**src/rtl/dot_product_phase_rotator_macros.svh**
```systemverilog
// Assertion macros for the rotator RTL, used by the output stage dpr_out.
`ifndef DOT_PRODUCT_PHASE_ROTATOR_MACROS_SVH
`define DOT_PRODUCT_PHASE_ROTATOR_MACROS_SVH

// Plain property, sampled on clk, off during reset.
`define DPR_ASSERT(lbl, prop, msg) \
  lbl: assert property (@(posedge clk) disable iff (!rst_n) (prop)) else $error(msg);

// Same-cycle implication.
`define DPR_ASSERT_IMP(lbl, ante, cons, msg) \
  lbl: assert property (@(posedge clk) disable iff (!rst_n) (ante) |-> (cons)) else $error(msg);

// Next-cycle implication.
`define DPR_ASSERT_NXT(lbl, ante, cons, msg) \
  lbl: assert property (@(posedge clk) disable iff (!rst_n) (ante) |=> (cons)) else $error(msg);

`endif

```
**src/rtl/dpr_pkg.sv**
```systemverilog
// Types, constants and the arctangent table of the dot-product phase rotator.
package dpr_pkg;

  localparam int VEC_W    = 24;
  localparam int PROD_W   = 2 * VEC_W;
  localparam int DOT_W    = PROD_W + 2;
  localparam int FACTOR_W = 24;
  localparam int TURNS_W  = 56;
  localparam int HALF_W   = TURNS_W / 2;
  localparam int PHASE_W  = 32;
  localparam int CW       = 34;
  localparam int OUT_W    = 16;
  localparam int ANG_TABLE_LEN = 24;

  localparam logic [FACTOR_W-1:0] PHASE_FACTOR_RST = 24'd3776207;
  localparam logic signed [CW-1:0] CORDIC_X0 = 34'sd652032874;
  localparam logic signed [CW-1:0] ROUND_HALF = 34'sd16384;
  localparam logic signed [CW-1:0] OUT_LIMIT = 34'sd32767;

  typedef logic signed [VEC_W-1:0] vec_t;
  typedef logic signed [CW-1:0]    cw_t;
  typedef logic signed [OUT_W-1:0] out_t;

  function automatic cw_t ang_lut(input int unsigned idx);
    cw_t a;
    unique case (idx)
      0:  a = 34'sd536870912;
      1:  a = 34'sd316933406;
      2:  a = 34'sd167458907;
      3:  a = 34'sd85004756;
      4:  a = 34'sd42667331;
      5:  a = 34'sd21354465;
      6:  a = 34'sd10679838;
      7:  a = 34'sd5340245;
      8:  a = 34'sd2670163;
      9:  a = 34'sd1335087;
      10: a = 34'sd667544;
      11: a = 34'sd333772;
      12: a = 34'sd166886;
      13: a = 34'sd83443;
      14: a = 34'sd41721;
      15: a = 34'sd20860;
      16: a = 34'sd10430;
      17: a = 34'sd5215;
      18: a = 34'sd2607;
      19: a = 34'sd1303;
      20: a = 34'sd651;
      21: a = 34'sd325;
      22: a = 34'sd162;
      23: a = 34'sd81;
      default: a = '0;
    endcase
    return a;
  endfunction

endpackage

```
**src/rtl/dpr_phase.sv**
```systemverilog
// Scaling by the phase factor, sign and quadrant reduction: three stages.
module dpr_phase (
  input  logic                               clk,
  input  logic                               rst_n,
  input  logic                               en,
  input  logic                               vld_in,
  input  logic signed [dpr_pkg::DOT_W-1:0]   dot,
  input  logic                               neg_in,
  input  logic [dpr_pkg::FACTOR_W-1:0]       factor,
  output logic                               vld_out,
  output dpr_pkg::cw_t                       z0,
  output logic                               flip
);
  import dpr_pkg::*;

  logic [TURNS_W-1:0]        dot_ext;
  logic [HALF_W+FACTOR_W-1:0] plo_nxt, phi_full;
  logic [HALF_W+FACTOR_W-1:0] plo_r;
  logic [HALF_W-1:0]         phi_r;
  logic                      neg_c_r, vld_c_r;
  logic [TURNS_W-1:0]        turns_nxt, turns_r, turns_sgn;
  logic                      neg_d_r, vld_d_r;
  logic [PHASE_W-1:0]        phase, phase_red;
  logic                      flip_nxt;
  cw_t                       z_nxt, z_r;
  logic                      flip_r, vld_e_r;

  always_comb begin
    // modulo one turn: only the low 56 bits of the product matter
    dot_ext  = {{(TURNS_W-DOT_W){dot[DOT_W-1]}}, dot};
    plo_nxt  = (HALF_W+FACTOR_W)'(dot_ext[HALF_W-1:0]) * (HALF_W+FACTOR_W)'(factor);
    phi_full = (HALF_W+FACTOR_W)'(dot_ext[TURNS_W-1:HALF_W]) * (HALF_W+FACTOR_W)'(factor);
    turns_nxt = TURNS_W'(plo_r) + {phi_r, {HALF_W{1'b0}}};
    turns_sgn = neg_d_r ? (TURNS_W'(0) - turns_r) : turns_r;
    phase     = turns_sgn[TURNS_W-1 -: PHASE_W];
    flip_nxt  = phase[PHASE_W-1] ^ phase[PHASE_W-2];
    phase_red = {phase[PHASE_W-1] ^ flip_nxt, phase[PHASE_W-2:0]};
    z_nxt     = CW'(signed'(phase_red));
  end

  always_ff @(posedge clk) begin
    if (!rst_n) begin
      vld_c_r <= 1'b0;
      vld_d_r <= 1'b0;
      vld_e_r <= 1'b0;
    end else if (en) begin
      vld_c_r <= vld_in;
      vld_d_r <= vld_c_r;
      vld_e_r <= vld_d_r;
    end
  end

  always_ff @(posedge clk) begin
    if (en) begin
      plo_r   <= plo_nxt;
      phi_r   <= phi_full[HALF_W-1:0];
      neg_c_r <= neg_in;
      turns_r <= turns_nxt;
      neg_d_r <= neg_c_r;
      z_r     <= z_nxt;
      flip_r  <= flip_nxt;
    end
  end

  assign vld_out = vld_e_r;
  assign z0      = z_r;
  assign flip    = flip_r;

endmodule

```
**config.mk**
```make
export PLATFORM = sky130hd
export DESIGN_NAME = dpr_phase
export DESIGN_NICKNAME = d
export VERILOG_FILES = /design/src/rtl/dot_product_phase_rotator_macros.svh /design/src/rtl/dpr_pkg.sv /design/src/rtl/dpr_phase.sv
export SDC_FILE = /design/constraint.sdc
export NUM_CORES = 2
export LEC_CHECK = 0
export BUFFER_PORTS_ARGS = -buffer_cell sky130_fd_sc_hd__clkbuf_2
export CAP_MARGIN = 20
export CORE_AREA = 2 2 364 366
export CTS_BUF_LIST = sky130_fd_sc_hd__clkbuf_8
export DETAILED_ROUTE_END_ITERATION = 6
export DIE_AREA = 0 0 366 368
export SETUP_SLACK_MARGIN = 0.1
export SYNTH_ARGS = -nofsm -noshare
export SYNTH_HDL_FRONTEND = slang
export SYNTH_SLANG_ARGS = --single-unit
```
**constraint.sdc**
```tcl
create_clock -name clk -period 9.2 [get_ports clk]
set_input_delay 0.92 -clock clk [delete_from_list [all_inputs] [get_ports clk]]
set_output_delay 0.92 -clock clk [all_outputs]
set_load 0.005 [all_outputs]
```
Word level (Yosys, flattened, before mapping)
Cells that the tools add are included.
Cells by class
  $add $sub $neg: 2
  multipliers: 2
  divide/modulo/power cells: 0
  order comparisons: 0
  equal/unequal tests: 0
  shift-type cells: 0
  mux-type cells: 1
  bitwise gates (word level): 2
  reduce and logical (&&, ||, !) cells: 0
Operators by type and width (count)
  $add 52x56->56: 1
  $mux 56: 1
  $sub 1x56->56 const A: 1
  $mul 28x24->52: 1
  $mul 28x24->28: 1
  $xor 1x1->1: 2
Word-level totals
  flip-flop bits (word level): 174
  latch bits: 0
  memory bits (writable): 0
  bits in read-only memories: 0
  word-level logic and storage cells: 17
  memories: 0

Depth between registers and ports, before layout
  depth in word-level cells: 4
  depth in mapped cells: 27
  depth with buffers taken out: 24

Worst setup path after synthesis
OpenSTA, ideal clock, no wires.
  kind: input port to flip-flop
  from: in factor[3] (netlist name)
  to: reg plo_r[51], data pin
  setup time: 0.265 ns
  arrival: 7.340 ns
  required time: 8.935 ns
  slack: 1.595 ns
  stages on the path: 26
  path buffers: 3
  cells stage by stage: clkbuf_1 clkbuf_1 nand2_1 fa_1 inv_1 fa_1 inv_1 fa_1 fa_1 inv_1 fa_1 fa_1 inv_1 fa_1 inv_1 ha_1 clkbuf_1 a21oi_1 o21ai_0 a221o_1 a221oi_4 o21ai_1 a2111oi_2 nor3b_1 nor4bb_1 a211oi_1
Between the ends
  word-level cells in the longest chain between the ends: 1
Ends and longest elaborated chain
  start: declaration: RTL line dpr_phase.sv:9  | input logic [dpr_pkg::FACTOR_W-1:0] factor,
  $mul 28x24->52: RTL line dpr_phase.sv:31  | plo_nxt = (HALF_W+FACTOR_W)'(dot_ext[HALF_W-1:0]) * (HALF_W+FACTOR_W)'(factor);
  via plo_nxt[51]: RTL line dpr_phase.sv:17  | logic [HALF_W+FACTOR_W-1:0] plo_nxt, phi_full;
  end signal: assignment: RTL line dpr_phase.sv:55  | plo_r <= plo_nxt;
  end: declaration: RTL line dpr_phase.sv:18  | logic [HALF_W+FACTOR_W-1:0] plo_r;
The timed path passes the listed nets, and every way through them passes these cells.
A chain may end at the register's enable or synchronous reset.

Worst setup path in the final report
  from: in factor[4] (netlist name)
  to: reg plo_r[42], data pin
Same word-level chain as after synthesis.

==> qor.csv <==
stage;metric;value;unit
status;status;completed;
critical_path;crit_cells;24;
layout;nFillCells;13500;
synthesis;yosys_warnings;0;
clocking;cts_resized;0;
grt;grt_pass1_wl;174000;um
floorplan;start_util;30.8;%
layout;area_growth;6.93;%
routing;viasPerCell;4.65;
synthesis;netlist.area_leader.share;43.2;%
sta;drv_slew;0;
critical_path;rr_worst_depth;9;
synthesis;synth_area_leaders;fa_1 43%, edfxtp_1 13%, inv_1 9.1%, ha_1 9.0%, and2_1 7.5%;
clocking;root_buffer;clkbuf_8;
critical_path;cpLargestDelayFamily;adder cells;
synthesis;ys.flop_type;edfxtp_1;
place;hpwl;88700;um
routing;num_vias;27800;
routing;drt_wl_total;111000;um
routing;wl_per_cell;18.5;um
floorplan;rows;133;
critical_path;slowest_delay;0.54;ns
critical_path;cp-endpoint;plo_r[42];
clocking;ctsHoldBuffers;0;
floorplan;core_area;131000;um2
synthesis;synth_cell_types;69;
synthesis;syn_area;40300;um2
clocking;cts_tree;built;
synthesis;synth-async-reset-ratio;0;%
sta;fin_setup_tns;0;ns
routing;drtIter0Drc;1965;
synthesis;ys_seq_area_share;12.9;%
place;dpl_cell_area;42600;um2
clocking;cts_num_sinks;174;
critical_path;reg2reg_to;z0[30];
clocking;clockBufferDepth;3;
floorplan;die_x;366;um
grt;track_usage;16.7;%
floorplan;die_h;368;um
sta;finalCritPeriodShare;85.6;%
sta;fmax;127;MHz
critical_path;startpoint_type;primary input;
sta;worstMarginPinSlew;0.949;ns
critical_path;cp_max_fo;29;
layout;drive_gt1_share;4.96;%
sta;maxSlewHeadroom;36.8;%
critical_path;startpoint;factor[4];
critical_path;cp-end-kind;flop;
sta;rsz0062_at_grt;false;
grt;overflow;0;
place;routabilityCongestion;0.880;
critical_path;setup.worst_path.class;primary input to flop;
synthesis;postSynthAreaPerCell;9.53;um2
sta;setup_viol;0;
critical_path;crit_path_frequent_cell;fa_1;
place;io_buffers;114;
clocking;clock_latency;0.53;ns
grt;grt_max_degree;88;
run;cap_violations;0;
clocking;htree_levels;4;
synthesis;ys_seq_elements;174;
routing;dr.pass1.iters;5;
clocking;cts_inserted_buffers;25;
floorplan;dieArea;135000;um2
critical_path;critPathSlowestCell;o31ai_1;
layout;design_area;43000;um2
sta;timing.final.hold_violations;0;
critical_path;critPathRequiredTime;9.49;ns
clocking;post-cts-setup-buffer-count;0;
routing;drc;0;
worst_hold_path;hold_start;plo_r[6];
critical_path;critPathArrivalTime;8.17;ns
synthesis;synth_cells;4226;
critical_path;rrSetupSlack;5.76;ns
layout;nets;5448;
synthesis;syn_nets;5463;
critical_path;r2r_start;turns_r[11];
synthesis;synth.cells.most_frequent;976 x inv_1, 869 x fa_1, 616 x nand2_1;
floorplan;io_pins;115;
clocking;clk_pin_slew;0.09;ns
worst_hold_path;hp-class;flop to flop;
routing;ant_nets;0;
synthesis;synth.most_common_cell;inv_1;
sta;layout_min_cycle_time;7.87;ns
grt;antenna_found_initial;10;
critical_path;worst-path-buf-inv;8;
sta;clock_skew;0.0458;ns
synthesis;synth_area_leader_cell;fa_1;
grt;grt_pass1_vias;29900;
synthesis;synth_edf_count;171;
critical_path;crit_chain;clkbuf_2, buf_4, nand2_1, fa_1, inv_1, fa_1, inv_1, fa_1, fa_1, inv_1, fa_1, fa_1, inv_1, fa_1, inv_1, ha_1, nand4_1, nor4_1, buf_4, nor3_1, o31ai_1, a21o_1, a21oi_1, xnor2_1;
sta;hold_ws;0.410;ns
[layout make-up]
class	count	area [um2]	area share, %
timing repair buffer	164	980	2.28
clock buffer	25	344	0.799
inverter	976	3660	8.51
antenna	3	7.51	0.0174
sequential	174	5190	12.1
clock inverter	8	45.0	0.105
multi-input combinational	2870	30600	71.1
tap	1755	2200	5.10
[metrics by stage]
| stage | instances | worst slack (ns) | util (%) |
|---|---|---|---|
| floorplan | 4226 | 1.59 | - |
| global placement | 5939 | 0.851 | 32.6 |
| detailed placement | 5939 | 0.846 | 32.6 |
| CTS | 5972 | 1.42 | 32.9 |
| global route | 5974 | 1.06 | 32.9 |
| finish | 5975 | 1.33 | 32.9 |
[cell families after synthesis]
logic type | count (synthesis) | synth area share [%]
flip-flops | 174 | 12.9
adder cells (fa/ha/maj) | 1158 | 52.2
XOR/XNOR | 157 | 3.42
AND/OR/NAND/NOR | 1275 | 15.8
buffers and inverters | 1182 | 11.0
multiplexers | 5 | 0.127
AO/OA/AOI/OAI | 275 | 4.52
[cells in the final DEF, fill, tap and decap left out, types with 9 or more instances in the layout]
cell        n
a21o_1     46
ha_1      289
o31ai_1    15
clkbuf_8   26
a211oi_1   12
a21oi_1    68
edfxtp_1  171
o21bai_1   14
a31oi_1    14
nor3_1     15
and2_1    481
nand4_1    12
nand2_1   616
nor2b_1    17
buf_4      48
fa_1      869
xnor2_1   121
nand3_1    22
xor2_1     36
inv_1     977
nor2_1     48
nor4_1      9
o21ai_0    56
nand2b_1   16
clkbuf_2  113
[per-layer routing]
metal / global-route usage (%) / wire length (um) / vias up
met5: 0 / 51 / -
met4: 3.76 / 2160 / 8
met3: 3.10 / 7820 / 139
met2: 27.3 / 50900 / 881
met1: 23.0 / 49700 / 14300
li1: - / - / 12500
[worst register-to-register path, cell delays in order (launching register included)]
cell and delay [ns]:
edfxtp_1 0.37, nor4_1 0.44, nand4_1 0.30, nor4_4 0.56, nand4_4 0.22, nor4b_4 0.39, nand3_2 0.18, or3_4 0.44
o21ai_2 0.19, xnor2_1 0.10
[registers in the layout, indices dropped and copies added (netlist names)]
name / flops
vld_d_r: 1
vld_c_r: 1
neg_d_r: 1
z0: 32
phi_r: 28
plo_r: 52
turns_r: 56
flip: 1
neg_c_r: 1
vld_out: 1
[how the worst min path moves through the flow]
stage | to | slack [ns] | cells after the start
floorplan | neg_d_r | 0.40 | 0
global placement | turns_r[8] | 0.40 | 0
detailed placement | turns_r[17] | 0.40 | 0
CTS | turns_r[6] | 0.40 | 0
global route | turns_r[24] | 0.42 | 0
finish | turns_r[6] | 0.41 | 0
Power is not shown: default switching activity piles up to over one toggle a cycle in this logic, so the estimate is an artifact.
