### src/rtl/dot_product_phase_rotator_macros.svh
// Assertion macros for the rotator RTL, used by the output stage dpr_out.
`ifndef DOT_PRODUCT_PHASE_ROTATOR_MACROS_SVH
`define DOT_PRODUCT_PHASE_ROTATOR_MACROS_SVH

// Plain property, sampled on clk, off during reset.
`define DPR_ASSERT(lbl, prop, msg) \
  lbl: assert property (@(posedge clk) disable iff (!rst_n) (prop)) else $error(msg);

// Same-cycle implication.
`define DPR_ASSERT_IMP(lbl, ante, cons, msg) \
  lbl: assert property (@(posedge clk) disable iff (!rst_n) (ante) |-> (cons)) else $error(msg);

// Next-cycle implication.
`define DPR_ASSERT_NXT(lbl, ante, cons, msg) \
  lbl: assert property (@(posedge clk) disable iff (!rst_n) (ante) |=> (cons)) else $error(msg);

`endif

### src/rtl/dpr_pkg.sv
// Types, constants and the arctangent table of the dot-product phase rotator.
package dpr_pkg;

  localparam int VEC_W    = 24;
  localparam int PROD_W   = 2 * VEC_W;
  localparam int DOT_W    = PROD_W + 2;
  localparam int FACTOR_W = 24;
  localparam int TURNS_W  = 56;
  localparam int HALF_W   = TURNS_W / 2;
  localparam int PHASE_W  = 32;
  localparam int CW       = 34;
  localparam int OUT_W    = 16;
  localparam int ANG_TABLE_LEN = 24;

  localparam logic [FACTOR_W-1:0] PHASE_FACTOR_RST = 24'd3776207;
  localparam logic signed [CW-1:0] CORDIC_X0 = 34'sd652032874;
  localparam logic signed [CW-1:0] ROUND_HALF = 34'sd16384;
  localparam logic signed [CW-1:0] OUT_LIMIT = 34'sd32767;

  typedef logic signed [VEC_W-1:0] vec_t;
  typedef logic signed [CW-1:0]    cw_t;
  typedef logic signed [OUT_W-1:0] out_t;

  function automatic cw_t ang_lut(input int unsigned idx);
    cw_t a;
    unique case (idx)
      0:  a = 34'sd536870912;
      1:  a = 34'sd316933406;
      2:  a = 34'sd167458907;
      3:  a = 34'sd85004756;
      4:  a = 34'sd42667331;
      5:  a = 34'sd21354465;
      6:  a = 34'sd10679838;
      7:  a = 34'sd5340245;
      8:  a = 34'sd2670163;
      9:  a = 34'sd1335087;
      10: a = 34'sd667544;
      11: a = 34'sd333772;
      12: a = 34'sd166886;
      13: a = 34'sd83443;
      14: a = 34'sd41721;
      15: a = 34'sd20860;
      16: a = 34'sd10430;
      17: a = 34'sd5215;
      18: a = 34'sd2607;
      19: a = 34'sd1303;
      20: a = 34'sd651;
      21: a = 34'sd325;
      22: a = 34'sd162;
      23: a = 34'sd81;
      default: a = '0;
    endcase
    return a;
  endfunction

endpackage

### src/rtl/dpr_cordic.sv
// Rotation-mode CORDIC, one register stage per iteration.
module dpr_cordic #(
  parameter int STAGES = 16
) (
  input  logic         clk,
  input  logic         rst_n,
  input  logic         en,
  input  logic         vld_in,
  input  dpr_pkg::cw_t z0,
  input  logic         flip_in,
  output logic         vld_out,
  output dpr_pkg::cw_t x_out,
  output dpr_pkg::cw_t y_out,
  output logic         flip_out
);
  import dpr_pkg::*;

  localparam int NSTG = (STAGES < ANG_TABLE_LEN) ? STAGES : ANG_TABLE_LEN;

  cw_t  x_r [NSTG];
  cw_t  y_r [NSTG];
  cw_t  z_r [NSTG];
  logic f_r [NSTG];
  logic v_r [NSTG];

  for (genvar i = 0; i < NSTG; i++) begin : g_stg
    cw_t  xi, yi, zi, x_nxt, y_nxt, z_nxt;
    logic fi, vi;

    if (i == 0) begin : g_first
      assign xi = CORDIC_X0;
      assign yi = '0;
      assign zi = z0;
      assign fi = flip_in;
      assign vi = vld_in;
    end else begin : g_rest
      assign xi = x_r[i-1];
      assign yi = y_r[i-1];
      assign zi = z_r[i-1];
      assign fi = f_r[i-1];
      assign vi = v_r[i-1];
    end

    always_comb begin
      if (!zi[CW-1]) begin
        x_nxt = xi - (yi >>> i);
        y_nxt = yi + (xi >>> i);
        z_nxt = zi - ang_lut(i);
      end else begin
        x_nxt = xi + (yi >>> i);
        y_nxt = yi - (xi >>> i);
        z_nxt = zi + ang_lut(i);
      end
    end

    always_ff @(posedge clk) begin
      if (!rst_n) begin
        v_r[i] <= 1'b0;
      end else if (en) begin
        v_r[i] <= vi;
      end
    end

    always_ff @(posedge clk) begin
      if (en) begin
        x_r[i] <= x_nxt;
        y_r[i] <= y_nxt;
        z_r[i] <= z_nxt;
        f_r[i] <= fi;
      end
    end
  end

  assign vld_out  = v_r[NSTG-1];
  assign x_out    = x_r[NSTG-1];
  assign y_out    = y_r[NSTG-1];
  assign flip_out = f_r[NSTG-1];

endmodule

### config.mk
export PLATFORM = sky130hd
export DESIGN_NAME = dpr_cordic
export DESIGN_NICKNAME = d
export VERILOG_FILES = /design/src/rtl/dot_product_phase_rotator_macros.svh /design/src/rtl/dpr_pkg.sv /design/src/rtl/dpr_cordic.sv
export SDC_FILE = /design/constraint.sdc
export NUM_CORES = 2
export LEC_CHECK = 0
export BUFFER_PORTS_ARGS = -buffer_cell sky130_fd_sc_hd__buf_2
export CORE_ASPECT_RATIO = 1.1
export CORE_MARGIN = 4
export CORE_UTILIZATION = 55
export CTS_CLUSTER_DIAMETER = 80
export DETAILED_ROUTE_END_ITERATION = 7
export HOLD_SLACK_MARGIN = 0.03
export PLACE_DENSITY = 0.75
export SLEW_MARGIN = 25
export SYNTH_ARGS = -nofsm -noshare
export SYNTH_HDL_FRONTEND = slang
export SYNTH_SLANG_ARGS = --single-unit
### constraint.sdc
create_clock -name clk -period 5 [get_ports clk]
set_input_delay 0.25 -clock clk [delete_from_list [all_inputs] [get_ports clk]]
set_output_delay 0.25 -clock clk [all_outputs]
set_load 0.01 [all_outputs]
---- After elaboration in Yosys (flattened, before gate mapping) ----
Memories as Yosys holds them, arrays and structs flattened.
Index checks and enable logic that the tools add are counted.
word-level totals
  flip-flop bits (word level) ............. 0
  RAM bits ................................ 1,664
  input bits .............................. 39
  output and inout port bits .............. 70
  word-level logic and storage cells ...... 181
  memories kept ........................... 5
cells by class
  $add $sub $neg .......................... 92
  mux-type cells .......................... 68
  bitwise logic cells ..................... 16
memory list
  name  depth  bits a word  read ports  clocked after memory_dff  wr ports  line              text
  x_r   16     34           16          0                         16        dpr_cordic.sv:20  cw_t x_r [NSTG];
  y_r   16     34           16          0                         16        dpr_cordic.sv:21  cw_t y_r [NSTG];
  z_r   16     34           15          0                         16        dpr_cordic.sv:22  cw_t z_r [NSTG];
  f_r   16     1            16          0                         16        dpr_cordic.sv:23  logic f_r [NSTG];
  v_r   16     1            16          0                         16        dpr_cordic.sv:24  logic v_r [NSTG];
operators by type and width
  kind                                            count
  34-bit two-way mux                              47
  34-bit by 19-bit adder with 34-bit output       2
  34-bit by 20-bit adder with 34-bit output       2
  34-bit by 21-bit adder with 34-bit output       2
  34-bit by 22-bit adder with 34-bit output       2
  34-bit by 23-bit adder with 34-bit output       2
  34-bit by 24-bit adder with 34-bit output       2
  34-bit by 25-bit adder with 34-bit output       2
  34-bit by 26-bit adder with 34-bit output       2
  34-bit by 27-bit adder with 34-bit output       2
  34-bit by 28-bit adder with 34-bit output       2
  34-bit by 29-bit adder with 34-bit output       2
  34-bit by 30-bit adder with 34-bit output       2
  34-bit by 31-bit adder with 34-bit output       2
  34-bit by 32-bit adder with 34-bit output       2
  34-bit by 33-bit adder with 34-bit output       2
  34-bit by 19-bit subtractor with 34-bit output  2
  34-bit by 20-bit subtractor with 34-bit output  2
  34-bit by 21-bit subtractor with 34-bit output  2
  34-bit by 22-bit subtractor with 34-bit output  2
  34-bit by 23-bit subtractor with 34-bit output  2
  34-bit by 24-bit subtractor with 34-bit output  2
  34-bit by 25-bit subtractor with 34-bit output  2
  34-bit by 26-bit subtractor with 34-bit output  2
  other kinds (41)                                83

---- Logic depth before layout (Yosys ltp) ----
  word-level depth ........................ 4
  mapped depth ............................ 23
  mapped depth without buffers ............ 22

---- Worst setup path after synthesis ----
No wires, ideal clock.
  kind .................................... reg-to-reg
  from .................................... mem y_r[1][14] in the netlist's numbering
  to ...................................... mem x_r[1][65] in the netlist's numbering (data pin)
  setup time .............................. 258 ps
  arrival time ............................ 4,336 ps
  path slack .............................. 406 ps
  stages on the path, launching flop included .. 16
  clock period less this slack ............ 4,594 ps
  cells stage by stage .................... edfxtp_1 > or4_1 > nor4b_1 > a31oi_1 > xor2_1 > ha_1 > o21a_1 > o21ai_0 > o31ai_1 > a31o_2 > a31o_1 > a41o_1 > o41a_1 > or3_1 > a31oi_1 > xnor2_1
RTL lines
  item                line
  start: declaration  dpr_cordic.sv:21
  end: declaration    dpr_cordic.sv:20

==> report_table.html <==
<table>
<tr><th>Metric</th><th>Value</th></tr>
<tr><th colspan="2">Critical path</th></tr>
<tr><td>Family with the most delay on the worst path</td><td>compound AO/OA/AOI/OAI gates</td></tr>
<tr><td>Launch instance of the worst register-to-register path</td><td>x_r[0][215]$_DFFE_PP_</td></tr>
<tr><td>Worst Setup Path Type</td><td>reg2reg</td></tr>
<tr><td>Critical path buffer and inverter count</td><td>2</td></tr>
<tr><td>Maximum fanout along the worst path</td><td>8</td></tr>
<tr><td>Library cell contributing the largest single delay on the critical path</td><td>edfxtp_1</td></tr>
<tr><td>Capture instance of the worst register-to-register path</td><td>y_r[0][270]$_DFFE_PP_</td></tr>
<tr><td>Signal arrival time at the worst endpoint</td><td>5.37 ns</td></tr>
<tr><td>Crit path launch type</td><td>flip-flop</td></tr>
<tr><td>Setup slack of the most critical reg-to-reg path</td><td>0.20 ns</td></tr>
<tr><td>Depth of the worst register-to-register path</td><td>19</td></tr>
<tr><td>Critical path, cell by cell</td><td>nor3_2, nand2_1, nor4b_2, buf_4, nand2_1, o41ai_2, xor2_1, ha_2, a21oi_1, o21bai_1, a21o_1, a311o_1, a41oi_2, buf_4, o21ai_0, a211o_1, a31o_2, a21oi_1, xnor2_1</td></tr>
<tr><td>Worst Path Required</td><td>5.57 ns</td></tr>
<tr><td>Stage delay of the slowest cell on the critical path</td><td>0.46 ns</td></tr>
<tr><td>Kind of end point of the critical path</td><td>flip-flop</td></tr>
<tr><th colspan="2">Synth</th></tr>
<tr><td>Cells taking the most area after synthesis</td><td>edfxtp_1 36%, ha_1 14%, xnor2_1 8.5%</td></tr>
<tr><td>Number of synthesis warnings</td><td>0</td></tr>
<tr><td>Dominant cell type by area after synthesis</td><td>edfxtp_1</td></tr>
<tr><td>Synthesized netlist cell count</td><td>12900</td></tr>
<tr><td>Async S/R FF share, synth</td><td>0%</td></tr>
<tr><td>Ys flop type</td><td>edfxtp_1</td></tr>
<tr><td>Area share of the largest cell type after synthesis</td><td>36.3%</td></tr>
<tr><td>Share of the yosys chip area belonging to registers</td><td>36.3%</td></tr>
<tr><td>Syn_area_per_cell</td><td>9.67 sq um</td></tr>
<tr><td>Syn Nets</td><td>14300</td></tr>
<tr><td>Flop and latch count out of synthesis</td><td>1504</td></tr>
<tr><td>Number of enable flip-flop cells after synthesis</td><td>1503</td></tr>
<tr><td>Area of the mapped netlist</td><td>124000 sq um</td></tr>
<tr><td>Synth unique cells</td><td>89</td></tr>
<tr><th colspan="2">Hold path</th></tr>
<tr><td>Hold path startpoint</td><td>z0[4]</td></tr>
<tr><td>Hold crit path type</td><td>in2reg</td></tr>
<tr><td>Endpoint with the worst hold slack</td><td>z_r[0][4]$_DFFE_PP_</td></tr>
<tr><td>Worst hold path cell count</td><td>2</td></tr>
<tr><th colspan="2">Floorplan</th></tr>
<tr><td>Die width</td><td>461 um</td></tr>
<tr><td>Area enclosed by the die boundary</td><td>234000 sq um</td></tr>
<tr><td>IO Count</td><td>109</td></tr>
<tr><td>Core area</td><td>224000 sq um</td></tr>
<tr><td>Number of cell rows</td><td>182</td></tr>
<tr><td>Height of the chip</td><td>507 um</td></tr>
<tr><td>Initial core utilization</td><td>55.4%</td></tr>
<tr><th colspan="2">Place</th></tr>
<tr><td>Detailed-placement wirelength estimate</td><td>258000 um</td></tr>
<tr><td>Final Wtd Congestion</td><td>0.942</td></tr>
<tr><td>Instance area after placement</td><td>130000 sq um</td></tr>
<tr><td>Port Buf Inserts</td><td>108</td></tr>
<tr><th colspan="2">Clock network</th></tr>
<tr><td>Clock Root Buffer</td><td>clkbuf_16</td></tr>
<tr><td>Clock sink count</td><td>1504</td></tr>
<tr><td>Number of buffers on the longest clock path</td><td>3</td></tr>
<tr><td>Number of H-tree levels</td><td>4</td></tr>
<tr><td>Clock-pin slew of the registers on the worst-case setup and hold paths</td><td>0.06 ns</td></tr>
<tr><td>Cts bufs inserted</td><td>169</td></tr>
<tr><td>CTS tree</td><td>done</td></tr>
<tr><td>Clock insertion delay at the later pin of the skew report</td><td>0.84 ns</td></tr>
<tr><th colspan="2">Detailed routing</th></tr>
<tr><td>Post-DR vias/cell</td><td>6.09</td></tr>
<tr><td>Count of unresolved DRC violations after routing</td><td>0</td></tr>
<tr><td>Total length of routed wires</td><td>327000 um</td></tr>
<tr><td>Final antenna-violating net count</td><td>0</td></tr>
<tr><td>Length of the first detailed-routing pass in iterations</td><td>6</td></tr>
<tr><td>Vias after detailed routing</td><td>99400</td></tr>
<tr><td>Number of violations reported at the end of detailed-routing iteration 0</td><td>8110</td></tr>
<tr><td>Routed wire per std cell</td><td>20.0 um</td></tr>
<tr><th colspan="2">Run</th></tr>
<tr><td>Max Cap Viol</td><td>0</td></tr>
<tr><th colspan="2">Final layout</th></tr>
<tr><td>Finished Core Util</td><td>60.9%</td></tr>
<tr><td>Layout cell share with drive strength beyond 1</td><td>6.41%</td></tr>
<tr><td>Number of nets in the layout</td><td>14700</td></tr>
<tr><td>Area delta synth-&gt;final</td><td>9.82%</td></tr>
<tr><td>Final cell area excluding filler cells</td><td>137000 sq um</td></tr>
<tr><th colspan="2">Run status</th></tr>
<tr><td>Result of the run</td><td>completed</td></tr>
<tr><th colspan="2">GRT</th></tr>
<tr><td>Maximum number of pins on one net before global-route repair</td><td>181</td></tr>
<tr><td>Vias in the first global route</td><td>97100</td></tr>
<tr><td>Initial antenna violation count</td><td>5</td></tr>
<tr><td>All-Layer GR Usage</td><td>27.0%</td></tr>
<tr><td>Sum of overflow across all layers after global routing</td><td>0</td></tr>
<tr><td>Wire length of the first global-routing pass</td><td>513000 um</td></tr>
<tr><th colspan="2">Timing</th></tr>
<tr><td>Pins Over Slew Limit</td><td>0</td></tr>
<tr><td>Slew at the pin closest to its max-slew limit</td><td>1.02 ns</td></tr>
<tr><td>Fmax</td><td>208 MHz</td></tr>
<tr><td>Minimum clock period</td><td>4.80 ns</td></tr>
<tr><td>Final cycle utilization of the critical path</td><td>96.0%</td></tr>
<tr><td>Final setup viols</td><td>0</td></tr>
<tr><td>Worst slew slack as a fraction of its limit</td><td>31.9%</td></tr>
<tr><td>Worst Clk Skew</td><td>0.0348 ns</td></tr>
<tr><td>Final Hold Viols</td><td>0</td></tr>
</table>
[cell usage after synthesis, drive strengths merged, types with 22 or more instances]
library cell,count
or2,31
o21a,157
fa,44
a31oi,149
nor2b,169
o41ai,36
a41oi,32
nor4,98
nand4,79
xnor2,1207
o21ai,592
a2111oi,34
a211o,36
nand2b,218
a31o,27
edfxtp,1503
clkbuf,156
a21oi,1488
and4,27
mux2i,52
o2111ai,24
nand2,617
a21o,727
a21boi,65
o21bai,174
nand3,209
nor2,1100
buf,33
nor3,296
or3,64
mux2,61
xor2,627
and3,127
inv,587
o31ai,52
and2,71
a221oi,29
nor3b,28
o31a,35
o211ai,61
a211oi,106
ha,1401
a311oi,22
[logic make-up after synthesis]
family          after synthesis  synth area share (%)
flops                      1504                  36.3
simple gates               3211                  12.4
compound gates             3978                  20.2
fa+ha+maj                  1445                  14.8
xor+xnor                   1834                  12.9
buf+inv                     778                  2.36
mux                         113                 0.971
[cells in the final DEF (no fill, tap or decap), types with 231 or more instances in the layout]
master	instances
inv_1	586
nand2_1	617
xnor2_1	1204
a21o_1	727
a21oi_1	1481
o21ai_0	576
nor3_1	278
xor2_1	625
nor2_1	1096
ha_1	1400
buf_4	231
edfxtp_1	1503
[registers in the layout (all words and copies together) (netlist names)]
| signal | count |
|---|---|
| y_r | 511 |
| x_r | 484 |
| z_r | 477 |
| f_r | 16 |
| v_r | 16 |
[worst max path at each step]
stage	start	end	depth (start not counted)
6_report	x_r[0][215]$_DFFE_PP_	y_r[0][270]$_DFFE_PP_	19
5_1_grt	y_r[1][49]$_DFFE_PP_	x_r[1][100]$_DFFE_PP_	19
4_1_cts	y_r[1][114]$_DFFE_PP_	x_r[1][167]$_DFFE_PP_	19
3_5_place_dp	y_r[1][114]$_DFFE_PP_	x_r[1][169]$_DFFE_PP_	19
3_3_place_gp	x_r[1][194]$_DFFE_PP_	y_r[1][235]$_DFFE_PP_	19
2_1_floorplan	y_r[1][14]$_DFFE_PP_	x_r[1][65]$_DFFE_PP_	15
[cell type report]
| cell class | instances | area (sq um) |
|---|---|---|
| Sequential cell | 1504 | 45200 |
| Fill cell | 18400 | 87700 |
| Timing Repair Buffer | 397 | 3040 |
| Clock inverter | 118 | 1330 |
| Inverter | 589 | 2210 |
| Antenna cell | 5 | 12.5 |
| Multi-Input combinational cell | 10600 | 76700 |
| Clock buffer | 196 | 4390 |
| Tap cell | 2944 | 3680 |
[through the flow]
step / instances / hold WS (ns) / TNS (ns) / setup slack (ns)
finish: 16300 / 0.110 / 0 / 0.201
global route: 16300 / 0.0749 / -0.0226 / -0.0112
CTS: 16300 / 0.0322 / 0 / 0.00601
detailed placement: 16000 / 0.405 / -0.341 / -0.119
global placement: 16000 / 0.401 / 0 / 0.0107
floorplan: 12900 / 0.349 / 0 / 0.406
[metal layers]
layer	vias to the layer above	wire (um)	GRT usage, %	part of all wire, %
li1	48600	-	-	-
met1	47300	135000	33.3	41
met4	0	13300	10.5	4.1
met3	712	16800	3.08	5.1
met2	2865	162000	48.3	50
met5	-	0	0	0
[what timing repair did]
action | CTS | global route
endpoints found under the hold margin | 91 | 0
pin swaps | 0 | 3
gates resized for setup | 7 | 89
buffers inserted | 0 | 12
hold buffers | 41 | 0
endpoints found under the setup margin | 8 | 96
Power is not shown: default switching activity piles up to over one toggle a cycle in this logic, so the estimate is an artifact.
