## src/rtl/dot_product_phase_rotator_macros.svh

```systemverilog
// Assertion macros for the rotator RTL, used by the output stage dpr_out.
`ifndef DOT_PRODUCT_PHASE_ROTATOR_MACROS_SVH
`define DOT_PRODUCT_PHASE_ROTATOR_MACROS_SVH

// Plain property, sampled on clk, off during reset.
`define DPR_ASSERT(lbl, prop, msg) \
  lbl: assert property (@(posedge clk) disable iff (!rst_n) (prop)) else $error(msg);

// Same-cycle implication.
`define DPR_ASSERT_IMP(lbl, ante, cons, msg) \
  lbl: assert property (@(posedge clk) disable iff (!rst_n) (ante) |-> (cons)) else $error(msg);

// Next-cycle implication.
`define DPR_ASSERT_NXT(lbl, ante, cons, msg) \
  lbl: assert property (@(posedge clk) disable iff (!rst_n) (ante) |=> (cons)) else $error(msg);

`endif

```

## src/rtl/dpr_pkg.sv

```systemverilog
// Types, constants and the arctangent table of the dot-product phase rotator.
package dpr_pkg;

  localparam int VEC_W    = 24;
  localparam int PROD_W   = 2 * VEC_W;
  localparam int DOT_W    = PROD_W + 2;
  localparam int FACTOR_W = 24;
  localparam int TURNS_W  = 56;
  localparam int HALF_W   = TURNS_W / 2;
  localparam int PHASE_W  = 32;
  localparam int CW       = 34;
  localparam int OUT_W    = 16;
  localparam int ANG_TABLE_LEN = 24;

  localparam logic [FACTOR_W-1:0] PHASE_FACTOR_RST = 24'd3776207;
  localparam logic signed [CW-1:0] CORDIC_X0 = 34'sd652032874;
  localparam logic signed [CW-1:0] ROUND_HALF = 34'sd16384;
  localparam logic signed [CW-1:0] OUT_LIMIT = 34'sd32767;

  typedef logic signed [VEC_W-1:0] vec_t;
  typedef logic signed [CW-1:0]    cw_t;
  typedef logic signed [OUT_W-1:0] out_t;

  function automatic cw_t ang_lut(input int unsigned idx);
    cw_t a;
    unique case (idx)
      0:  a = 34'sd536870912;
      1:  a = 34'sd316933406;
      2:  a = 34'sd167458907;
      3:  a = 34'sd85004756;
      4:  a = 34'sd42667331;
      5:  a = 34'sd21354465;
      6:  a = 34'sd10679838;
      7:  a = 34'sd5340245;
      8:  a = 34'sd2670163;
      9:  a = 34'sd1335087;
      10: a = 34'sd667544;
      11: a = 34'sd333772;
      12: a = 34'sd166886;
      13: a = 34'sd83443;
      14: a = 34'sd41721;
      15: a = 34'sd20860;
      16: a = 34'sd10430;
      17: a = 34'sd5215;
      18: a = 34'sd2607;
      19: a = 34'sd1303;
      20: a = 34'sd651;
      21: a = 34'sd325;
      22: a = 34'sd162;
      23: a = 34'sd81;
      default: a = '0;
    endcase
    return a;
  endfunction

endpackage

```

## src/rtl/dpr_out.sv

```systemverilog
// Half-turn fix-up, Q1.15 rounding with saturation, output register and skid.
`include "dot_product_phase_rotator_macros.svh"

module dpr_out (
  input  logic                 clk,
  input  logic                 rst_n,
  input  logic                 vld_in,
  input  dpr_pkg::cw_t         x_in,
  input  dpr_pkg::cw_t         y_in,
  input  logic                 flip,
  output logic                 up_ready,
  output logic                 out_valid,
  input  logic                 out_ready,
  output dpr_pkg::out_t        cos_part,
  output dpr_pkg::out_t        sin_part
);
  import dpr_pkg::*;

  function automatic out_t to_q15(input cw_t v);
    cw_t r;
    out_t o;
    r = (v + ROUND_HALF) >>> 15;
    if (r > OUT_LIMIT) begin
      o = OUT_W'(OUT_LIMIT);
    end else if (r < -OUT_LIMIT) begin
      o = OUT_W'(-OUT_LIMIT);
    end else begin
      o = r[OUT_W-1:0];
    end
    return o;
  endfunction

  cw_t  xf, yf;
  out_t cos_nxt, sin_nxt;
  out_t cos_r, sin_r, cos_sk_r, sin_sk_r;
  logic out_valid_r, skid_valid_r;

  always_comb begin
    xf = flip ? -x_in : x_in;
    yf = flip ? -y_in : y_in;
    cos_nxt = to_q15(xf);
    sin_nxt = to_q15(yf);
  end

  always_ff @(posedge clk) begin
    if (!rst_n) begin
      out_valid_r  <= 1'b0;
      skid_valid_r <= 1'b0;
    end else if (out_ready || !out_valid_r) begin
      if (skid_valid_r) begin
        out_valid_r  <= 1'b1;
        skid_valid_r <= 1'b0;
      end else begin
        out_valid_r <= vld_in;
      end
    end else if (vld_in && !skid_valid_r) begin
      skid_valid_r <= 1'b1;
    end
  end

  always_ff @(posedge clk) begin
    if (out_ready || !out_valid_r) begin
      if (skid_valid_r) begin
        cos_r <= cos_sk_r;
        sin_r <= sin_sk_r;
      end else begin
        cos_r <= cos_nxt;
        sin_r <= sin_nxt;
      end
    end else if (vld_in && !skid_valid_r) begin
      cos_sk_r <= cos_nxt;
      sin_sk_r <= sin_nxt;
    end
  end

  assign up_ready  = !skid_valid_r;
  assign out_valid = out_valid_r;
  assign cos_part  = cos_r;
  assign sin_part  = sin_r;

  `DPR_ASSERT_IMP(a_skid_behind_out, skid_valid_r, out_valid_r, "skid full with empty output")
  `DPR_ASSERT(a_no_min_code, !out_valid_r || (cos_r != 16'sh8000 && sin_r != 16'sh8000), "saturation let -32768 through")
  `DPR_ASSERT_NXT(a_skid_hold, skid_valid_r && !out_ready, skid_valid_r && $stable(cos_sk_r) && $stable(sin_sk_r), "skid item lost or changed while stalled")

endmodule

```

## config.mk

```make
export PLATFORM = sky130hd
export DESIGN_NAME = dpr_out
export DESIGN_NICKNAME = d
export VERILOG_FILES = /design/src/rtl/dpr_pkg.sv /design/src/rtl/dpr_out.sv
export VERILOG_INCLUDE_DIRS = /design/src /design/src/rtl
export SDC_FILE = /design/constraint.sdc
export NUM_CORES = 1
export LEC_CHECK = 0
export BUFFER_PORTS_ARGS = -buffer_cell sky130_fd_sc_hd__clkbuf_2
export CORE_MARGIN = 5
export CORE_UTILIZATION = 50
export DETAILED_ROUTE_END_ITERATION = 10
export PLACE_DENSITY = 0.73
export SYNTH_ARGS = -nofsm -noshare
export SYNTH_HDL_FRONTEND = slang
export SYNTH_SLANG_ARGS = --single-unit
```

## constraint.sdc

```tcl
create_clock -name clk -period 8.6 [get_ports clk]
set_input_delay 0 -clock clk [delete_from_list [all_inputs] [get_ports clk]]
set_output_delay 0 -clock clk [all_outputs]
set_load 0.02 [all_outputs]
```

Word-level counts from Yosys, hierarchy flattened. Index checks and enable logic that the tools add are counted.

$add $sub $neg: 4. Order comparisons: 4. Multiplexer cells: 9. Bitwise operators: 2. Reduce and logical (&&, ||, !) cells: 6.

Operators by type and width (number): 16-bit 2-to-1 mux (6); 34-bit by 16-bit adder with 34-bit output (second input constant) (2); 34-bit 2-to-1 mux (2); 34-bit negator (2); 19-bit by 16-bit greater-than comparator with 1-bit output (second input constant) (2); 19-bit by 16-bit less-than comparator with 1-bit output (second input constant) (2); 1-bit logical NOT (2); 1-bit inverter (2); 2-bit AND reduction (1); 2-bit OR reduction (1); 1-bit logical AND (1); 1-bit logical OR (1); 1-bit 2-to-1 mux (1).

Register bits: 66. Input bits: 73. Output and inout bits: 34. Word-level logic and storage cells: 31.

Longest topological paths before layout. Gate-level depths: netlist of the first run.

Word-level depth: 7. Mapped depth: 20. Depth with buffers taken out: 14.

Worst setup path before layout of the first run. No wires, ideal clock.

Path kind: input to register. From: input flip. To: register cos_r[12], in the netlist cos_part[12] (data pin). Setup time: 0.269 ns. Arrival time: 3.930 ns. Data required time: 8.331 ns. Setup slack: 4.401 ns. Stages on the path: 17. Buffers on the path: 7. Cell sequence: buf_4 -> buf_2 -> buf_1 -> clkbuf_1 -> buf_2 -> buf_2 -> clkbuf_1 -> o21ai_0 -> xnor2_1 -> ha_1 -> and2_1 -> nor2_2 -> nor2_1 -> a311o_1 -> or4_1 -> nor4b_4 -> o41ai_1.

Longest elaborated chain between the ends: 6. Elaborated cells on any way between the ends: 7. Classes of those cells: 1 x add/sub; 2 x order compare; 4 x mux.

Ends and longest elaborated chain: from (decl) (line dpr_out.sv:10) `input logic flip,`; 34-bit 2-to-1 mux (*) (line dpr_out.sv:39) `xf = flip ? -x_in : x_in;`; 34-bit by 16-bit adder with 34-bit output (*) (line dpr_out.sv:22) `r = (v + ROUND_HALF) >>> 15;`; 19-bit by 16-bit less-than comparator with 1-bit output (line dpr_out.sv:25) `end else if (r < -OUT_LIMIT) begin`; 16-bit 2-to-1 mux (line dpr_out.sv:25); 16-bit 2-to-1 mux (*) (line dpr_out.sv:23) `if (r > OUT_LIMIT) begin`; 16-bit 2-to-1 mux (*) (line dpr_out.sv:63) `if (skid_valid_r) begin`; to (signal assigned) (line dpr_out.sv:64) `cos_r <= cos_sk_r;`; to (signal assigned) (line dpr_out.sv:67) `cos_r <= cos_nxt;`; to (decl) (line dpr_out.sv:35) `out_t cos_r, sin_r, cos_sk_r, sin_sk_r;`.

Mark *: on every way between the ends. The rest lies on a longest branch, timed or not. A chain may end at the register's enable or synchronous reset.

Worst setup path in the final report of the first run.
From: input y_in[1]. To: register sin_r[3], in the netlist sin_part[3] (data pin).

Longest elaborated chain between the ends: 7. Elaborated cells on any way between the ends: 8. Classes of those cells: 2 x add/sub; 2 x order compare; 4 x mux.

Ends and longest elaborated chain: from (decl) (line dpr_out.sv:9) `input dpr_pkg::cw_t y_in,`; 34-bit negator (line dpr_out.sv:40) `yf = flip ? -y_in : y_in;`; 34-bit 2-to-1 mux (*) (line dpr_out.sv:40); 34-bit by 16-bit adder with 34-bit output (*) (line dpr_out.sv:22); 19-bit by 16-bit less-than comparator with 1-bit output (line dpr_out.sv:25); 16-bit 2-to-1 mux (line dpr_out.sv:25); 16-bit 2-to-1 mux (*) (line dpr_out.sv:23); net sin_nxt[3] (line dpr_out.sv:34) `out_t cos_nxt, sin_nxt;`; 16-bit 2-to-1 mux (*) (line dpr_out.sv:63); to (signal assigned) (line dpr_out.sv:65) `sin_r <= sin_sk_r;`; to (signal assigned) (line dpr_out.sv:68) `sin_r <= sin_nxt;`; to (decl) (line dpr_out.sv:35).

The timed path passes the listed nets; every way through them passes the cells marked *.

==> results.tsv, run 1 <==
stage	metric	value	unit
placed_design	place_congestion	0.9401	
synthesis	ys_seq_area_frac	0.3268	
layout	fillers	1094	
layout	nets	805	
flow_run	cap_violations	0	
timing	skew	0.007540	ns
detailed_routing	met1_length	7.497	mm
floorplanning	core	11910	um^2
global_route	grt_first_pass_wirelength	25.67	mm
clock_network	clk_pin_slew	0.05	ns
timing	worst_pin_slew	1.051	ns
detailed_routing	wl_per_cell	17.65	um
detailed_routing	dr_wl_met3	1.140	mm
outcome	status	completed	
synthesis	synthDistinctLibCells	88	
layout	finalNonFillerCells	882	
synthesis	syn_avg_cell_area	9.137	um^2
placed_design	dp_hpwl	11.81	mm
clock_network	cts_tree	done	
detailed_routing	met2_length	6.627	mm
global_route	grt_antenna_before_repair	0	
critical_path	cp-end-kind	flip-flop	
timing	timing.final.setup_violations	0	
global_route	grt_max_degree	75	
clock_network	cts_buffer_depth	2	
timing	finalCritPeriodShare	0.5337	
layout	antenna_cells	0	
detailed_routing	top_layer	met4	
timing	hold_viol	0	
synthesis	synthCells	657	
hold_path	min_from	x_in[29]	
power	p_per_area	158.6	nW/um^2
floorplanning	num_rows	40	
timing	max_slew_margin	0.2984	
timing	fin_crit	4.590	ns
clock_network	cts-root-buf	clkbuf_16	
clock_network	numCtsBuffers	9	
timing	fmax	217.9	MHz
critical_path	critical_path_class	in -> reg	
critical_path	cp.arrival	4.66	ns
synthesis	synth_edf_count	64	
synthesis	synth-seq-cells	66	
detailed_routing	drc	0	
critical_path	critPathMaxFanout	24	
detailed_routing	wirelength	15.57	mm
detailed_routing	antenna_left	0	
clock_network	clk_latency	0.32	ns
critical_path	worstSetupStartpointType	input pin	
timing	slew_viol_final	0	
timing	finalSetupTns	0	ns
floorplanning	die-area	14300	um^2
hold_path	hold_class	in -> reg	
synthesis	yosysWarnings	0	
detailed_routing	viasPerCell	6.307	
detailed_routing	vias	5563	
synthesis	synth_flop_cell	edfxtp_1	
power	max-vdd-ir-drop	0.09420	mV
floorplanning	die_w	119.6	um
layout	syn_to_final_growth	14.49	%
placed_design	dp.cells	863	
clock_network	htree_levels	3	
global_route	grt_overflow	0	
floorplanning	initial_core_util	0.5040	
detailed_routing	drtIter0Drc	546	
synthesis	syn_nets	732	
synthesis	syn-cell-area	6003	um^2
layout	drive_above_1_share	0.2503	
global_route	grt_pass1_vias	5122	
global_route	grtUsageTotal	0.2155	
floorplanning	die_h	119.6	um
critical_path	cp_data_required_time	8.67	ns
detailed_routing	dr.pass1.iters	6	
timing	rsz0062_at_grt	false	
power	leakage	0.002427	uW
clock_network	cts_setup_buffers	0	
clock_network	cts.sinks	66	
floorplanning	ioPinCount	107	
critical_path	startpoint	y_in[1]	
critical_path	reg2reg_from	skid_valid_r	
placed_design	io_buffers	106	
synthesis	synthArstFlopShare	0	
-- final timing paths --
kind / slack [ns] / cells after the start / endpoint
worst max register to register: 6.61 / 2 / sin_part[2]
worst max-delay path: 4.01 / 12 / sin_part[3]
worst min-delay path: 0.27 / 4 / cos_sk_r[14]
worst min register to register: 0.53 / 2 / sin_part[15]
-- sequential cells by signal (all words and copies together), names as in the netlist --
register / flops
cos_part: 16
cos_sk_r: 16
sin_part: 16
sin_sk_r: 16
out_valid: 1
skid_valid_r: 1
-- Yosys cell counts (all sizes together), types with 10 or more instances --
master	n	area (um^2)
nor3	28	171.4
o22ai	11	68.82
nor4	20	182.7
o31ai	17	151.4
nand2	54	202.7
edfxtp	64	1922
nand4	13	96.34
xnor2	28	264.0
and3	10	62.56
mux2	16	180.2
a2bb2oi	12	105.1
inv	11	41.29
nor2	42	162.6
clkbuf	28	107.6
o21ai	55	297.8
a21oi	16	80.08
xor2	23	209.0
buf	23	126.4
or3	17	106.4
-- power by group --
| part | leakage, uW | switching, uW | internal (uW) |
|---|---|---|---|
| combinational | 0.00165 | 189 | 106 |
| sequential | 0.000625 | 8.01 | 397 |
| clock | 0.000157 | 120 | 270 |
-- cell usage in the layout, fill, tap and decap left out, drive strengths merged, types with 17 or more instances in the layout --
| cell | Yosys | final |
|---|---|---|
| nand2 | 54 | 54 |
| clkbuf | 28 | 120 |
| nor4 | 20 | 20 |
| nor2 | 42 | 42 |
| edfxtp | 64 | 64 |
| o21ai | 55 | 55 |
| o31ai | 17 | 17 |
| xor2 | 23 | 23 |
| nor3 | 28 | 28 |
| or3 | 17 | 17 |
| xnor2 | 28 | 28 |
-- critical path: stages --
cell      delay [ns]
clkbuf_2        0.08
nor4_1          0.57
nand4_1         0.89
o21ai_0         0.51
xnor2_1         0.17
ha_1            0.26
o311ai_2        0.29
nor4_1          0.48
mux2i_1         0.26
a221o_1         0.57
o21ai_0         0.26
mux2_2          0.32
-- repair_timing --
action	CTS	global route
hold buffers	3	0
endpoints found under the setup margin	0	0
endpoints found under the hold margin	2	0
gates resized for setup	0	0
-- metal layers --
metal	global-route usage	up-vias
li1	-	2708
met1	0.3210	2580
met2	0.3181	247
met3	0.04100	28
met4	0.06228	0
met5	0	-
-- metrics by stage --
step	hold slack, ns	worst slack, ns	instance area [um^2]	total power (uW)	utilization
after floorplan	0.1538	4.401	6003	615.6	-
after global placement	0.2486	3.913	6519	697.8	0.5473
after detailed placement	0.2597	3.653	6519	702.7	0.5473
after CTS	0.2421	3.983	6873	1098	0.5770
after global routing	0.2784	3.469	6873	1144	0.5770
final	0.2652	4.010	6873	1090	0.5770
-- area by class of cell --
cell class	count	area (um^2)	share of cell area
timing repair buffer	113	590.6	0.08593
clock inverter	2	60.06	0.008738
clock buffer	14	264.0	0.03841
sequential	66	1962	0.2855
inverter	12	45.04	0.006554
multi-input combinational	528	3767	0.5482
tap	147	183.9	0.02676
-- cell families after synthesis --
| group | after synthesis | share of synthesized area |
|---|---|---|
| and+or+nand+nor | 254 | 0.2530 |
| AOI/OAI and AO/OA | 197 | 0.2474 |
| DFF | 66 | 0.3268 |
| buffers and inverters | 63 | 0.04648 |
| xor gates and xnor gates | 51 | 0.07878 |
| muxes | 24 | 0.04335 |
| adders and majority gates | 2 | 0.004168 |
No activity file was read; power rests on OpenSTA's default activity.
==> inputs of run 2 (changes only) <==
--- a/config.mk
+++ b/config.mk
@@ -6,11 +6,12 @@
 export SDC_FILE = /design/constraint.sdc
 export NUM_CORES = 1
 export LEC_CHECK = 0
+export ABC_AREA = 1
 export BUFFER_PORTS_ARGS = -buffer_cell sky130_fd_sc_hd__clkbuf_2
 export CORE_MARGIN = 5
 export CORE_UTILIZATION = 50
 export DETAILED_ROUTE_END_ITERATION = 10
-export PLACE_DENSITY = 0.73
+export PLACE_DENSITY = 0.76
 export SYNTH_ARGS = -nofsm -noshare
 export SYNTH_HDL_FRONTEND = slang
 export SYNTH_SLANG_ARGS = --single-unit
==> constraint.sdc (replaced) <==
create_clock -name clk -period 4.1 [get_ports clk]
set_input_delay 0 -clock clk [delete_from_list [all_inputs] [get_ports clk]]
set_output_delay 0 -clock clk [all_outputs]
set_load 0.02 [all_outputs]
==> run 2 against run 1 <==
- via count rose by 2.3%
- routed wire length shrank 14%
- non-clock buffer count unchanged
- setup slack got worse by 2.6 ns
- register-to-register slack worse by 4.5 ns
- critical endpoint is now sin_part[2]
- largest power group unchanged
==> results.tsv, run 2 <==
stage	metric	value	unit
timing	max_slew_margin	0.5440	
layout	antenna_cells	0	
global_route	grt_pass1_vias	5283	
critical_path	critical_path_class	in -> reg	
outcome	status	completed	
global_route	grt_overflow	0	
clock_network	numCtsBuffers	9	
global_route	grt_first_pass_wirelength	23.28	mm
timing	skew	0.002695	ns
timing	rsz0062_at_grt	false	
floorplanning	num_rows	39	
synthesis	synthArstFlopShare	0	
critical_path	critPathMaxFanout	38	
layout	fillers	1135	
detailed_routing	dr.pass1.iters	5	
clock_network	cts.sinks	66	
synthesis	yosys-top-cells-area	edfxtp_1, nand2_1, nand3_1	
clock_network	clk_pin_slew	0.05	ns
timing	hold_viol	0	
synthesis	yosysWarnings	0	
timing	worst_pin_slew	0.6840	ns
timing	fmax	367.7	MHz
global_route	grt_antenna_before_repair	0	
synthesis	synthDistinctLibCells	32	
power	max-vdd-ir-drop	0.3003	mV
critical_path	cp.arrival	2.78	ns
timing	finalSetupTns	0	ns
layout	layout_common_cells	nand2_1, nor2_1, clkbuf_2	
synthesis	syn_avg_cell_area	6.398	um^2
timing	finalCritPeriodShare	0.6632	
detailed_routing	wl_per_cell	11.48	um
synthesis	syn-cell-area	5816	um^2
synthesis	yosysTopAreaCell	edfxtp_1	
placed_design	place_congestion	0.9028	
clock_network	cts_setup_buffers	0	
critical_path	cp-end-kind	flip-flop	
critical_path	cpPeakStageDelay	0.52	ns
floorplanning	core	11420	um^2
layout	final_common_cell	nand2_1	
critical_path	cp_data_required_time	4.17	ns
detailed_routing	antenna_left	0	
clock_network	clk_latency	0.32	ns
layout	finalNonFillerCells	1164	
synthesis	synth_edf_count	64	
layout	syn_to_final_growth	16.26	%
detailed_routing	drtIter0Drc	405	
floorplanning	ioPinCount	107	
critical_path	r2r_slack	2.15	ns
placed_design	dp.cells	1145	
timing	slew_viol_final	0	
synthesis	synth.top_cells.by_count	nand2_1, nor2_1, inv_1, nand3_1, edfxtp_1	
global_route	grt_util_met1	0.2807	
synthesis	syn_nets	984	
global_route	grt_util_met2	0.2977	
critical_path	path_cells	clkbuf_2 -> inv_1 -> o21ai_0 -> xor2_1 -> inv_1 -> nor3_1 -> nand3_1 -> xor2_2 -> clkinv_1 -> nand2_2 -> nand2_1 -> nand2_1 -> nand2_1	
floorplanning	initial_core_util	0.5093	
placed_design	dp_hpwl	10.77	mm
floorplanning	die-area	13890	um^2
flow_run	cap_violations	0	
timing	timing.final.setup_violations	0	
global_route	use_met3	0.03123	
clock_network	cts-root-buf	clkbuf_16	
detailed_routing	vias	5692	
floorplanning	die_w	117.8	um
synthesis	synth-seq-cells	66	
clock_network	cts_tree	done	
clock_network	htree_levels	3	
synthesis	synth_top_area_frac	0.3305	
critical_path	slowest_stage	clkbuf_2	
timing	worst_hold_slack	0.2378	ns
synthesis	synth.most_common_cell	nand2_1	
clock_network	cts_buffer_depth	2	
power	leakage	0.003293	uW
global_route	grt-busiest-layer	met2	
detailed_routing	wirelength	13.36	mm
critical_path	worstSetupStartpointType	input pin	
synthesis	synthCells	909	
placed_design	io_buffers	106	
detailed_routing	drc	0	
layout	nets	1091	
hold_path	hold_class	in -> reg	
synthesis	synth_flop_cell	edfxtp_1	
power	p_per_area	312.1	nW/um^2
critical_path	cpMostUsedCell	nand2_1	
synthesis	ys_seq_area_frac	0.3373	
timing	fin_crit	2.719	ns
detailed_routing	viasPerCell	4.890	
layout	drive_above_1_share	0.1988	
global_route	grt_max_degree	41	
floorplanning	die_h	117.8	um
global_route	grtUsageTotal	0.1929	
## run 2: cell count changes in the layout (fill, tap and decap cells not counted), moves of 17 or more
cell     before  now
nor2_1       40  106
o21ai_0      45   12
nand2_1      54  377
xnor2_1      27    5
or3_1        17    0
nand3_1       5   89
nand2_2       0   40
inv_1        11   90
## run 2: final cells by class
type | count | area (um^2) | share of cell area
multi-input cells | 732 | 3393 | 0.5019
flip-flops and latches | 66 | 1962 | 0.2902
well taps | 143 | 178.9 | 0.02646
repair buffers | 113 | 590.6 | 0.08734
clock inverters | 2 | 10.01 | 0.001480
inverters | 94 | 352.8 | 0.05218
clock buffers | 14 | 274.0 | 0.04053
## run 2: final timing paths
check	end	cells past startpoint	from
min reg2reg	cos_part[14]	2	cos_sk_r[14]
max	sin_part[2]	13	flip
max reg2reg	sin_sk_r[4]	5	skid_valid_r
min	sin_sk_r[15]	3	y_in[33]
## run 2: timing repair
action | 4_1_cts | 5_1_grt
hold buffers | 3 | 0
gates resized for setup | 0 | 0
hold endpoints to repair | 2 | 0
## run 2: critical path, delay by kind of cell
family,cells,cell delay (ns)
compound gates,1,0.27
simple gates,6,0.88
xor+xnor,2,0.55
buf+inv,4,1.08
## run 2: power by group
part | switching (uW) | internal, uW
combinational | 385 | 176
sequential | 15.9 | 827
clock | 250 | 456
total | 651 | 1460
## run 2: kinds of logic (layout without fill, tap and decap cells)
family | after synthesis | count (layout) | share of synthesized area
buf+inv | 111 | 223 | 0.07960
flops | 66 | 66 | 0.3373
fa+ha+maj | 2 | 2 | 0.004302
simple gates | 695 | 695 | 0.5379
xor+xnor | 12 | 12 | 0.01936
compound gates | 23 | 23 | 0.02151
## run 2: routing by layer
layer | vias up | wire length [um]
li1 | 3102 | -
met1 | 2441 | 6793
met2 | 138 | 5705
met3 | 11 | 697
met4 | 0 | 165
met5 | - | 0
## run 2: through the flow
stage | cell area, um^2 | worst slack [ns] | util | power (uW)
5_1_grt | 6761 | 1.003 | 0.5922 | 2231
4_1_cts | 6761 | 1.408 | 0.5922 | 2126
2_1_floorplan | 5816 | 0.9818 | - | 1255
6_report | 6761 | 1.381 | 0.5922 | 2110
3_3_place_gp | 6447 | 1.149 | 0.5647 | 1403
3_5_place_dp | 6447 | 1.082 | 0.5647 | 1415
